**src/sv/rngenc_pkg.sv**
```systemverilog
// Types, constants and codes shared by the range encoder modules.
package rngenc_pkg;

  localparam int RUN_COUNT_BITS_DEF = 32;

  localparam int BYTE_W    = 8;
  localparam int WORD_W    = 32;
  localparam int CNT_W     = 24;
  localparam int SYM_W     = 16;
  localparam int SHIFT_W   = 5;
  localparam int REP_W     = 32;
  localparam int T_W       = 10;
  localparam int S_TDATA_W = 40;
  localparam int M_TDATA_W = 40;
  localparam int APB_ADDR_W = 3;
  localparam int APB_DATA_W = 32;

  localparam logic [WORD_W-1:0] RANGE_START  = 32'h8000_0000;
  localparam logic [WORD_W-1:0] RENORM_LIMIT = 32'h0080_0000;
  localparam logic [WORD_W-1:0] CARRY_BOUND  = 32'h7F80_0000;
  localparam logic [CNT_W-1:0]  FINISH_BYTES = 24'd5;
  localparam logic [BYTE_W-1:0] RUN_BYTE_NOCARRY = 8'hFF;
  localparam logic [BYTE_W-1:0] RUN_BYTE_CARRY   = 8'h00;

  // Register index, taken from paddr bit 2.
  localparam logic REG_HEADER = 1'b0;
  localparam logic REG_INIT   = 1'b1;

  // Input kind codes.
  localparam logic KIND_ENCODE = 1'b0;
  localparam logic KIND_FINISH = 1'b1;

  typedef enum logic [2:0] {
    EMIT_NONE = 3'd0,
    EMIT_HELD = 3'd1,
    EMIT_RUN  = 3'd2,
    EMIT_T    = 3'd3,
    EMIT_C2   = 3'd4,
    EMIT_C1   = 3'd5,
    EMIT_C0   = 3'd6
  } emit_sel_t;

  typedef struct packed {
    logic      load_in;
    logic      round_step;
    logic      pend_inc;
    logic      carry_from_t;
    emit_sel_t emit;
    logic      calc_r;
    logic      mul;
    logic      narrow;
    logic      fin_round;
    logic      close;
  } cmd_t;

  typedef struct packed {
    logic range_small;
    logic low_below;
    logic low_carry;
    logic pend_nz;
    logic stage_valid;
    logic out_free;
    logic kind;
  } status_t;

endpackage

```
**src/sv/range_encoder_shift.sv**
```systemverilog
// Top level of the range encoder with held-byte carry propagation.
//
//   channel  direction  transaction carries
//   s_*      in         tuser: kind; tdata: cum_base, sym_freq, shift
//   m_*      out        tdata: out_byte, repeat_res; tlast: last; tuser: stream_end
//   APB      in/out     register 0 header_byte at 0x0, register 1 initial_count at 0x4
//
// An item is taken and then handled alone. An encode item runs its renormalization rounds
// (at most three), each emitting a run of pending bytes where one is due, then forms
// both 16x32 narrowing products together and registers them before low and range
// are updated. A finish item runs the same rounds, then the final rounding and its bytes.
// Reset is synchronous and active high; it brings the coder to its start values with
// both registers at zero. A stalled result channel holds the engine at its next result.
module range_encoder_shift #(
  parameter int RUN_COUNT_BITS = rngenc_pkg::RUN_COUNT_BITS_DEF
) (
  input  logic                               clk,
  input  logic                               rst,
  // Configuration port. pready is tied high; reads return the register.
  input  logic                               psel,
  input  logic                               penable,
  input  logic                               pwrite,
  input  logic [rngenc_pkg::APB_ADDR_W-1:0]  paddr,
  input  logic [rngenc_pkg::APB_DATA_W-1:0]  pwdata,
  output logic [rngenc_pkg::APB_DATA_W-1:0]  prdata,
  output logic                               pready,
  // Input items.
  input  logic                               s_tvalid,
  output logic                               s_tready,
  // [15:0] cum_base, [31:16] sym_freq, [36:32] shift, [39:37] zero
  input  logic [rngenc_pkg::S_TDATA_W-1:0]   s_tdata,
  // [0] kind: 0 encode a symbol, 1 finish the stream
  input  logic                               s_tuser,
  // Result items.
  output logic                               m_tvalid,
  input  logic                               m_tready,
  // [7:0] out_byte, [39:8] repeat_res
  output logic [rngenc_pkg::M_TDATA_W-1:0]   m_tdata,
  output logic                               m_tlast,
  // [0] stream_end
  output logic                               m_tuser
);
  import rngenc_pkg::*;

  // The controller sequences renormalization rounds, the narrowing multiply and the
  // finish bytes; the datapath holds all coder state and the result registers.
  cmd_t    cmd;
  status_t sts;

  rngenc_ctrl u_ctrl (
    .clk      (clk),
    .rst      (rst),
    .s_tvalid (s_tvalid),
    .s_tready (s_tready),
    .sts      (sts),
    .cmd      (cmd)
  );

  // Results pass through a holding stage so that the last result of an item can be
  // marked once the item is known to produce no more; the output register then lets
  // the engine keep working while a finished result waits for the consumer.
  rngenc_dp #(
    .RUN_COUNT_BITS (RUN_COUNT_BITS)
  ) u_dp (
    .clk      (clk),
    .rst      (rst),
    .psel     (psel),
    .penable  (penable),
    .pwrite   (pwrite),
    .paddr    (paddr),
    .pwdata   (pwdata),
    .prdata   (prdata),
    .pready   (pready),
    .s_tdata  (s_tdata),
    .s_tuser  (s_tuser),
    .m_tvalid (m_tvalid),
    .m_tready (m_tready),
    .m_tdata  (m_tdata),
    .m_tlast  (m_tlast),
    .m_tuser  (m_tuser),
    .cmd      (cmd),
    .sts      (sts)
  );

endmodule

```
**src/sv/rngenc_ctrl.sv**
```systemverilog
// Controller state machine of the range encoder.
module rngenc_ctrl (
  input  logic              clk,
  input  logic              rst,
  input  logic              s_tvalid,
  output logic              s_tready,
  input  rngenc_pkg::status_t sts,
  output rngenc_pkg::cmd_t  cmd
);
  import rngenc_pkg::*;

  typedef enum logic [11:0] {
    ST_IDLE   = 12'b0000_0000_0001,
    ST_RENORM = 12'b0000_0000_0010,
    ST_RUN    = 12'b0000_0000_0100,
    ST_MUL    = 12'b0000_0000_1000,
    ST_NARROW = 12'b0000_0001_0000,
    ST_FROUND = 12'b0000_0010_0000,
    ST_FHELD  = 12'b0000_0100_0000,
    ST_FRUN   = 12'b0000_1000_0000,
    ST_FT     = 12'b0001_0000_0000,
    ST_FC2    = 12'b0010_0000_0000,
    ST_FC1    = 12'b0100_0000_0000,
    ST_FC0    = 12'b1000_0000_0000
  } state_t;

  localparam logic [1:0] MAX_ROUNDS = 2'd3;

  state_t     state, state_next;
  logic [1:0] rounds, rounds_next;
  logic       close_pend, close_pend_next;

  assign s_tready = (state == ST_IDLE) && !close_pend;

  always_comb begin
    state_next      = state;
    rounds_next     = rounds;
    close_pend_next = close_pend;
    cmd             = '0;
    cmd.emit        = EMIT_NONE;
    case (state)
      ST_IDLE: begin
        // The last result of the previous item leaves the holding stage here.
        if (close_pend) begin
          if (!sts.stage_valid || sts.out_free) begin
            cmd.close       = 1'b1;
            close_pend_next = 1'b0;
          end
        end else if (s_tvalid) begin
          cmd.load_in = 1'b1;
          rounds_next = '0;
          state_next  = ST_RENORM;
        end
      end
      ST_RENORM: begin
        if (rounds != MAX_ROUNDS && sts.range_small) begin
          if (sts.low_below || sts.low_carry) begin
            if (sts.out_free) begin
              cmd.emit       = EMIT_HELD;
              cmd.round_step = 1'b1;
              rounds_next    = rounds + 2'd1;
              if (sts.pend_nz) begin
                state_next = ST_RUN;
              end
            end
          end else begin
            cmd.pend_inc   = 1'b1;
            cmd.round_step = 1'b1;
            rounds_next    = rounds + 2'd1;
          end
        end else if (sts.kind == KIND_FINISH) begin
          state_next = ST_FROUND;
        end else begin
          cmd.calc_r = 1'b1;
          state_next = ST_MUL;
        end
      end
      ST_RUN: begin
        if (sts.out_free) begin
          cmd.emit   = EMIT_RUN;
          state_next = ST_RENORM;
        end
      end
      ST_MUL: begin
        cmd.mul    = 1'b1;
        state_next = ST_NARROW;
      end
      ST_NARROW: begin
        cmd.narrow      = 1'b1;
        close_pend_next = 1'b1;
        state_next      = ST_IDLE;
      end
      ST_FROUND: begin
        cmd.fin_round = 1'b1;
        state_next    = ST_FHELD;
      end
      ST_FHELD: begin
        if (sts.out_free) begin
          cmd.emit         = EMIT_HELD;
          cmd.carry_from_t = 1'b1;
          state_next       = sts.pend_nz ? ST_FRUN : ST_FT;
        end
      end
      ST_FRUN: begin
        if (sts.out_free) begin
          cmd.emit   = EMIT_RUN;
          state_next = ST_FT;
        end
      end
      ST_FT: begin
        if (sts.out_free) begin
          cmd.emit   = EMIT_T;
          state_next = ST_FC2;
        end
      end
      ST_FC2: begin
        if (sts.out_free) begin
          cmd.emit   = EMIT_C2;
          state_next = ST_FC1;
        end
      end
      ST_FC1: begin
        if (sts.out_free) begin
          cmd.emit   = EMIT_C1;
          state_next = ST_FC0;
        end
      end
      ST_FC0: begin
        if (sts.out_free) begin
          cmd.emit        = EMIT_C0;
          close_pend_next = 1'b1;
          state_next      = ST_IDLE;
        end
      end
      default: begin
        state_next = ST_IDLE;
      end
    endcase
  end

  always_ff @(posedge clk) begin
    if (rst) begin
      state      <= ST_IDLE;
      rounds     <= '0;
      close_pend <= 1'b0;
    end else begin
      state      <= state_next;
      rounds     <= rounds_next;
      close_pend <= close_pend_next;
    end
  end

endmodule

```
**src/sv/rngenc_dp.sv**
```systemverilog
// Datapath of the range encoder: coder state, multiplier, result staging and registers.
module rngenc_dp #(
  parameter int RUN_COUNT_BITS = rngenc_pkg::RUN_COUNT_BITS_DEF
) (
  input  logic                               clk,
  input  logic                               rst,
  input  logic                               psel,
  input  logic                               penable,
  input  logic                               pwrite,
  input  logic [rngenc_pkg::APB_ADDR_W-1:0]  paddr,
  input  logic [rngenc_pkg::APB_DATA_W-1:0]  pwdata,
  output logic [rngenc_pkg::APB_DATA_W-1:0]  prdata,
  output logic                               pready,
  input  logic [rngenc_pkg::S_TDATA_W-1:0]   s_tdata,
  input  logic                               s_tuser,
  output logic                               m_tvalid,
  input  logic                               m_tready,
  output logic [rngenc_pkg::M_TDATA_W-1:0]   m_tdata,
  output logic                               m_tlast,
  output logic                               m_tuser,
  input  rngenc_pkg::cmd_t                   cmd,
  output rngenc_pkg::status_t                sts
);
  import rngenc_pkg::*;

  localparam logic [RUN_COUNT_BITS-1:0] PEND_MAX = '1;

  // Configuration registers.
  logic [BYTE_W-1:0] header_cfg;
  logic [CNT_W-1:0]  init_cfg;
  logic              cfg_wr;

  // Latched input item.
  logic               kind_r;
  logic [SYM_W-1:0]   base_r;
  logic [SYM_W-1:0]   freq_r;
  logic [SHIFT_W-1:0] shift_r;

  // Coder state.
  logic [WORD_W-1:0]         low_value;
  logic [WORD_W-1:0]         range_value;
  logic [BYTE_W-1:0]         held_byte;
  logic [RUN_COUNT_BITS-1:0] pending_count;
  logic [CNT_W-1:0]          byte_counter;

  // Narrowing and finishing intermediates.
  logic [WORD_W-1:0] r_val;
  logic              top_sym;
  logic [WORD_W-1:0] prod_b;
  logic [WORD_W-1:0] prod_f;
  logic [WORD_W-1:0] mul_b;
  logic [WORD_W-1:0] mul_f;
  logic [SYM_W:0]    sum_bf;
  logic [T_W-1:0]    t_val;
  logic [T_W-1:0]    t_next;
  logic [CNT_W-1:0]  cnt5;

  // Pending run and result staging.
  logic [BYTE_W-1:0]         run_byte;
  logic [RUN_COUNT_BITS-1:0] run_cnt;
  logic                      carry;
  logic [BYTE_W-1:0]         em_byte;
  logic [REP_W-1:0]          em_rep;
  logic                      em_end;
  logic                      stage_valid;
  logic [BYTE_W-1:0]         stage_byte;
  logic [REP_W-1:0]          stage_rep;
  logic                      stage_end;
  logic                      out_free;

  assign pready = 1'b1;
  assign cfg_wr = psel && penable && pwrite && pready;
  assign prdata = (paddr[2] == REG_INIT) ? {{(APB_DATA_W-CNT_W){1'b0}}, init_cfg}
                                         : {{(APB_DATA_W-BYTE_W){1'b0}}, header_cfg};

  assign out_free = !m_tvalid || m_tready;

  assign sts.range_small = (range_value <= RENORM_LIMIT);
  assign sts.low_below   = (low_value < CARRY_BOUND);
  assign sts.low_carry   = low_value[WORD_W-1];
  assign sts.pend_nz     = (pending_count != '0);
  assign sts.stage_valid = stage_valid;
  assign sts.out_free    = out_free;
  assign sts.kind        = kind_r;

  assign sum_bf = {1'b0, base_r} + {1'b0, freq_r};
  assign mul_b  = WORD_W'(base_r) * r_val;
  assign mul_f  = WORD_W'(freq_r) * r_val;

  // Finish rounding works on the counter after the five closing bytes are counted.
  assign cnt5   = byte_counter + FINISH_BYTES;
  assign t_next = {1'b0, low_value[31:23]}
                + ((low_value[22:0] < cnt5[23:1]) ? T_W'(0) : T_W'(1));

  assign carry = cmd.carry_from_t ? (t_val[9] || t_val[8]) : low_value[WORD_W-1];

  always_comb begin
    em_byte = held_byte;
    em_rep  = REP_W'(1);
    em_end  = 1'b0;
    case (cmd.emit)
      EMIT_HELD: em_byte = carry ? (held_byte + 8'd1) : held_byte;
      EMIT_RUN: begin
        em_byte = run_byte;
        em_rep  = REP_W'(run_cnt);
      end
      EMIT_T:  em_byte = t_val[7:0];
      EMIT_C2: em_byte = byte_counter[23:16];
      EMIT_C1: em_byte = byte_counter[15:8];
      EMIT_C0: begin
        em_byte = byte_counter[7:0];
        em_end  = 1'b1;
      end
      default: em_byte = held_byte;
    endcase
  end

  // Coder state and configuration.
  always_ff @(posedge clk) begin
    if (rst) begin
      header_cfg    <= '0;
      init_cfg      <= '0;
      low_value     <= '0;
      range_value   <= RANGE_START;
      held_byte     <= '0;
      pending_count <= '0;
      byte_counter  <= '0;
      kind_r        <= KIND_ENCODE;
    end else begin
      if (cmd.load_in) begin
        kind_r <= s_tuser;
      end
      if (cmd.pend_inc && pending_count != PEND_MAX) begin
        pending_count <= pending_count + RUN_COUNT_BITS'(1);
      end
      if (cmd.emit == EMIT_HELD) begin
        pending_count <= '0;
      end
      if (cmd.round_step) begin
        range_value  <= range_value << 8;
        low_value    <= {1'b0, low_value[22:0], 8'h00};
        byte_counter <= byte_counter + CNT_W'(1);
        if (cmd.emit == EMIT_HELD) begin
          held_byte <= low_value[30:23];
        end
      end
      if (cmd.narrow) begin
        low_value   <= low_value + prod_b;
        range_value <= top_sym ? (range_value - prod_b) : prod_f;
      end
      if (cmd.fin_round) begin
        byte_counter <= cnt5;
      end
      if (cmd.close && kind_r == KIND_FINISH) begin
        low_value     <= '0;
        range_value   <= RANGE_START;
        held_byte     <= header_cfg;
        pending_count <= '0;
        byte_counter  <= init_cfg;
      end
      if (cfg_wr) begin
        if (paddr[2] == REG_HEADER) begin
          header_cfg <= pwdata[BYTE_W-1:0];
          held_byte  <= pwdata[BYTE_W-1:0];
        end else begin
          init_cfg     <= pwdata[CNT_W-1:0];
          byte_counter <= pwdata[CNT_W-1:0];
        end
      end
    end
  end

  // Operands and intermediates.
  always_ff @(posedge clk) begin
    if (cmd.load_in) begin
      base_r  <= s_tdata[15:0];
      freq_r  <= s_tdata[31:16];
      shift_r <= s_tdata[36:32];
    end
    if (cmd.calc_r) begin
      r_val   <= range_value >> shift_r;
      top_sym <= ((sum_bf >> shift_r) != '0);
    end
    if (cmd.mul) begin
      prod_b <= mul_b;
      prod_f <= mul_f;
    end
    if (cmd.fin_round) begin
      t_val <= t_next;
    end
    if (cmd.emit == EMIT_HELD) begin
      run_byte <= carry ? RUN_BYTE_CARRY : RUN_BYTE_NOCARRY;
      run_cnt  <= pending_count;
    end
  end

  // One result waits in the staging register until the next one shows whether it
  // was the last of its item.
  always_ff @(posedge clk) begin
    if (rst) begin
      stage_valid <= 1'b0;
      m_tvalid    <= 1'b0;
    end else begin
      if (cmd.emit != EMIT_NONE) begin
        stage_valid <= 1'b1;
        if (stage_valid) begin
          m_tvalid <= 1'b1;
        end else if (m_tready) begin
          m_tvalid <= 1'b0;
        end
      end else if (cmd.close) begin
        stage_valid <= 1'b0;
        if (stage_valid) begin
          m_tvalid <= 1'b1;
        end else if (m_tready) begin
          m_tvalid <= 1'b0;
        end
      end else if (m_tready) begin
        m_tvalid <= 1'b0;
      end
    end
  end

  always_ff @(posedge clk) begin
    if (cmd.emit != EMIT_NONE) begin
      stage_byte <= em_byte;
      stage_rep  <= em_rep;
      stage_end  <= em_end;
    end
    if ((cmd.emit != EMIT_NONE || cmd.close) && stage_valid) begin
      m_tdata <= {stage_rep, stage_byte};
      m_tlast <= cmd.close;
      m_tuser <= stage_end;
    end
  end

endmodule

```
**config.mk**
```make
export PLATFORM = sky130hd
export DESIGN_NAME = range_encoder_shift
export DESIGN_NICKNAME = d
export VERILOG_FILES = /design/src/sv/rngenc_pkg.sv /design/src/sv/range_encoder_shift.sv /design/src/sv/rngenc_ctrl.sv /design/src/sv/rngenc_dp.sv
export SDC_FILE = /design/constraint.sdc
export NUM_CORES = 2
export LEC_CHECK = 0
export BUFFER_PORTS_ARGS = -buffer_cell sky130_fd_sc_hd__buf_2
export CELL_PAD_IN_SITES_DETAIL_PLACEMENT = 1
export CELL_PAD_IN_SITES_GLOBAL_PLACEMENT = 1
export CORE_ASPECT_RATIO = 1.1
export CORE_UTILIZATION = 32
export DETAILED_ROUTE_END_ITERATION = 7
export PLACE_DENSITY = 0.56
export SLEW_MARGIN = 20
export SYNTH_ARGS = -nofsm -noshare
export SYNTH_HDL_FRONTEND = slang
export SYNTH_HIERARCHICAL = 1
export SYNTH_SLANG_ARGS = --single-unit
```
**constraint.sdc**
```tcl
create_clock -name clk -period 19.4 [get_ports clk]
set_clock_uncertainty 0.1 [all_clocks]
set_input_delay 3.88 -clock clk [delete_from_list [all_inputs] [get_ports clk]]
set_output_delay 3.88 -clock clk [all_outputs]
set_load 0.01 [all_outputs]
```
Word-level counts from Yosys, hierarchy flattened
Cells that the tools add are included.
{"block": "totals", "regBits": 445, "latch_bits": 0, "ram_bits": 0, "mem_bits_ro": 0, "input_bits": 83, "output_inout_bits": 77, "elab_cells": 192, "memories": 0}
{"block": "classes", "n_addsub": 9, "multipliers": 2, "n_div": 0, "n_lt_le_gt_ge": 3, "eq_ne": 34, "shift": 2, "n_mux": 82, "bitwise_logic": 1, "n_reduce_logical": 30}
{"cell": "32-bit 2-to-1 mux", "count": 5}
{"cell": "12-bit 2-to-1 mux", "count": 13}
{"cell": "24-bit 2-to-1 mux", "count": 6}
{"cell": "12-bit one-hot mux with 11 select lines", "count": 1}
{"cell": "16-bit by 32-bit multiplier with 32-bit output", "count": 2}
{"cell": "8-bit 2-to-1 mux", "count": 7}
{"cell": "8-bit one-hot mux with 6 select lines", "count": 1}
{"cell": "32-bit by 1-bit adder with 32-bit output (second input constant)", "count": 1}
{"cell": "32-bit adder", "count": 1}
{"cell": "32-bit by 24-bit <= comparator with 1-bit output (second input constant)", "count": 1}
{"cell": "32-bit by 31-bit less-than comparator with 1-bit output (second input constant)", "count": 1}
{"cell": "32-bit != test (second input constant)", "count": 1}
{"cell": "32-bit nonzero test", "count": 1}
{"cell": "32-bit by 5-bit right shift with 32-bit output", "count": 1}
{"cell": "32-bit subtractor", "count": 1}
{"cell": "1-bit 2-to-1 mux", "count": 29}
{"cell": "24-bit by 1-bit adder with 24-bit output (second input constant)", "count": 1}
{"cell": "24-bit by 3-bit adder with 24-bit output (second input constant)", "count": 1}
{"cell": "23-bit less-than comparator", "count": 1}
{"cell": "3-bit one-hot mux with 7 select lines", "count": 1}
{"cell": "2-bit 2-to-1 mux", "count": 9}
{"cell": "16-bit by 16-bit adder with 17-bit output", "count": 1}
{"cell": "17-bit nonzero test", "count": 1}
{"cell": "17-bit by 5-bit right shift with 17-bit output", "count": 1}
{"cell": "39 further kinds", "count": 75}

Longest topological paths before layout
{"block": "depth", "depth_word": 12, "depth_mapped": 25}

Cells and area by module
The synthesis kept the hierarchy.
{"module": "rngenc_dp", "instances": 1, "cells_each": 4934, "area_per_inst_um2": 45680.1, "seq_area_each_um2": 11070.6}
{"module": "rngenc_ctrl", "instances": 1, "cells_each": 144, "area_per_inst_um2": 1111.1, "seq_area_each_um2": 300.3}

Worst setup path after synthesis
No wires, ideal clock.
{"block": "synth_timing", "path_type": "input to output", "from": "input port paddr[2] (netlist name)", "to": "output port prdata[4] (netlist name)", "t_arrival_ps": 4807, "setup_slack_ps": 10613, "cell_stages": 3, "n_path_buf": 2, "cell_sequence": "clkbuf_1 > clkbuf_1 > mux2_2"}
{"block": "synth_via", "elab_chain_cells": 1}
{"item": "start, declared", "line": "range_encoder_shift.sv:23", "rtl": "input logic [rngenc_pkg::APB_ADDR_W-1:0] paddr,"}
{"item": "24-bit 2-to-1 mux", "line": "rngenc_dp.sv:73", "rtl": "assign prdata = (paddr[2] == REG_INIT) ? {{(APB_DATA_W-CNT_W){1'b0}}, init_cfg}"}
{"item": "end, declared", "line": "range_encoder_shift.sv:25", "rtl": "output logic [rngenc_pkg::APB_DATA_W-1:0] prdata,"}
No other way between the ends.

Worst setup path in the final report
{"block": "layout_timing", "from": "input port paddr[2] (netlist name)", "to": "output port prdata[2] (netlist name)"}
Same word-level chain as after synthesis.

==> metrics.cfg <==
[critical_path]
crit_path_max_incr_delay_ns = 0.41
required_ns = 15.42
reg2reg_from = u_dp/r_val[11]
cp_common_cell = buf_2
critPathArrivalTime_ns = 4.81
r2r.worst_path.cells = 19
critical_path_class = in2out
r2r-end = u_dp/prod_b[31]
start_kind = primary input
end_kind = primary output
reg2reg_slack_ns = 11.86
cp_slowest_cell = mux2_2
cp_max_fo = 27
crit_chain = buf_2, mux2_2, buf_2

[clocking]
hold_buffers = 0
ctsResizeCount = 0
tritoncts = built
cts_setup_buffers = 0
clockBufferDepth = 3
worstSkewPairLatency_ns = 0.67
htreeDepth = 2
clkSlewWorstSetupHoldPaths_ns = 0.06
clock-sinks = 438
cts-root-buf = clkbuf_16
cts_inserted_buffers = 53

[detailed_routing]
drt-pass1-iter-count = 5
post_drt_wl_per_cell_um = 19.91
drc = 0
drt-vias-per-instance = 5.003
via_count = 35260
final_antenna_net_count = 0
first_iter_violations = 1617
wirelength_um = 140400

[floorplan]
die_h_um = 403.1
rows = 146
ios = 160
die-area_um2 = 147800
start_util = 0.3238
die_w_um = 366.6
core-area_um2 = 144500

[sta]
rsz0062_at_grt = false
finalSetupViolations = 0
period_share = 0.4531
finalHoldViolCount = 0
relSlewSlack = 0.2737
tns_ns = 0
max_freq_mhz = 113.8
period_minus_slack_ns = 8.789
worst_slack_ns = 10.61
slew_violations = 0
tightestPinTransition_ns = 1.089

[global_route]
track_usage = 0.1930
grt_pass1_wl_um = 224300
grt_max_degree = 79
overflow = 0
grt_pass1_vias = 38390
antenna_found_initial = 3

[yosys]
yosys_warnings = 6
ys_types = 88
syn_area_per_cell_um2 = 9.214
ys_seq_elements = 438
synthFlopType = edfxtp_1
async_flop_share = 0
synth-edff-count = 260
syn-cell-area_um2 = 46790
synthCells = 5078
ys_seq_area_frac = 0.2430

[place]
pre_cts_ws_ns = 10.59
io_buffers = 137
hpwl_um = 105600
gp_congestion = 0.8350

[layout]
final_cell_mix = nand2_1, inv_1, fa_1, and2_1, a21oi_1
layout.nets = 6009
syn_to_final_growth_pct = 9.437
drive_above_1_share = 0.07808
final_common_cell = nand2_1

[hold_path]
holdCritPathClass = reg2reg
hp-start = u_dp/stage_rep[19]
worstHoldPathCells = 0
hold_end = u_dp/m_tdata[27]

[status]
status = completed

[run]
cap_violations = 0

[layout make-up]
cell class	count	area, µm²
inverters	751	2819
fillers	16610	93290
repair buffers	220	1309
flip-flops and latches	438	11370
multi-input cells	3614	31550
clock buffers	80	1531
well taps	1924	2407
clock inverters	20	215.2
diodes	1	2.502
[worst max-delay path, delay by kind of cell]
| family | cells | cell delay [ns] |
|---|---|---|
| mux | 1 | 0.41 |
| buf+inv | 2 | 0.51 |
[Yosys cell counts, types with 5 or more instances]
master | number | area [µm²]
clkbuf_1 | 247 | 927.1
mux4_2 | 21 | 473.0
o22ai_1 | 7 | 43.79
a22o_1 | 6 | 52.55
nand2b_1 | 33 | 206.5
nor4_1 | 26 | 162.7
xor2_1 | 91 | 797.0
mux2_2 | 41 | 461.7
a2111oi_0 | 7 | 61.31
a41oi_1 | 6 | 52.55
o21bai_1 | 14 | 105.1
o21ai_0 | 148 | 740.7
and4_1 | 7 | 61.31
nor3_1 | 43 | 215.2
or2_2 | 7 | 43.79
nor2_1 | 177 | 664.4
nand4_1 | 28 | 175.2
or3_1 | 25 | 156.4
ha_1 | 237 | 2965
xnor2_1 | 153 | 1340
a21o_1 | 79 | 593.1
inv_1 | 748 | 2808
buf_4 | 14 | 105.1
nor4b_1 | 5 | 43.79
fa_1 | 611 | 12230
o21a_1 | 22 | 165.2
nand3_1 | 57 | 285.3
and3_1 | 61 | 381.6
edfxtp_1 | 260 | 7807
buf_2 | 5 | 25.02
mux2i_1 | 70 | 700.7
nor2b_1 | 45 | 281.5
nand2_1 | 771 | 2894
a211oi_1 | 48 | 360.4
a31oi_1 | 20 | 125.1
o211ai_1 | 44 | 330.3
o31ai_1 | 9 | 67.56
nor3b_1 | 23 | 172.7
and2_1 | 314 | 1964
buf_1 | 15 | 56.30
nand3b_1 | 5 | 37.54
dfxtp_1 | 178 | 3563
a21oi_1 | 274 | 1371
[layer usage]
| layer | wire (µm) | vias to the layer above | part of all wire | track usage |
|---|---|---|---|---|
| li1 | - | 16350 | - | - |
| met1 | 63670 | 18230 | 0.45 | 0.2534 |
| met2 | 69460 | 523 | 0.49 | 0.3413 |
| met3 | 3852 | 156 | 0.027 | 0.01476 |
| met4 | 3363 | 0 | 0.024 | 0.05028 |
| met5 | 0 | - | 0 | 0 |
[state kept, by name (all words and copies together) (netlist names), 5 cells and up]
name	cells
u_dp/base_r	16
u_dp/stage_rep	32
u_dp/range_value	32
u_dp/shift_r	5
u_dp/init_cfg	24
u_ctrl/state	12
u_dp/t_val	10
u_dp/run_cnt	32
u_dp/prod_b	32
u_dp/low_value	32
u_dp/m_tdata	40
u_dp/held_byte	8
u_dp/stage_byte	8
u_dp/freq_r	16
u_dp/r_val	32
u_dp/pending_count	32
u_dp/byte_counter	24
u_dp/header_cfg	8
u_dp/prod_f	32
[through the flow]
step / cells / hold WS [ns] / utilization / instance area [µm²]
floorplan: 5085 / 0.3003 / - / 46820
global placement: 6947 / 0.3006 / 0.3422 / 49450
detailed placement: 6947 / 0.3056 / 0.3422 / 49450
CTS: 7047 / 0.3199 / 0.3543 / 51200
global route: 7047 / 0.3213 / 0.3544 / 51200
finish: 7048 / 0.3168 / 0.3544 / 51210
[how the worst max path moves through the flow]
stage                      endpoint     start  slack (ns)
after CTS                 prdata[2]  paddr[2]       10.59
after detailed placement  prdata[2]  paddr[2]       10.59
final                     prdata[2]  paddr[2]       10.61
after global placement    prdata[2]  paddr[2]       10.62
after floorplan           prdata[4]  paddr[2]       10.61
after global routing      prdata[2]  paddr[2]       10.53
[cells by family (layout without fill, tap and decap cells)]
group                      count (synthesis)  in the layout  share of synthesized area
other                                      2             10                  0.0001605
and+or+nand+nor                         1646           1646                     0.1699
muxes                                    132            132                    0.03495
AOI/OAI and AO/OA                        735            735                    0.09725
DFF                                      438            438                     0.2430
buffers and inverters                   1033           1071                    0.08428
xor gates and xnor gates                 244            244                    0.04567
adders and majority gates                848            848                     0.3248
Power is left out: the tool's default activity adds up to more than one toggle a clock period on the data nets, which glitch-free logic cannot reach.
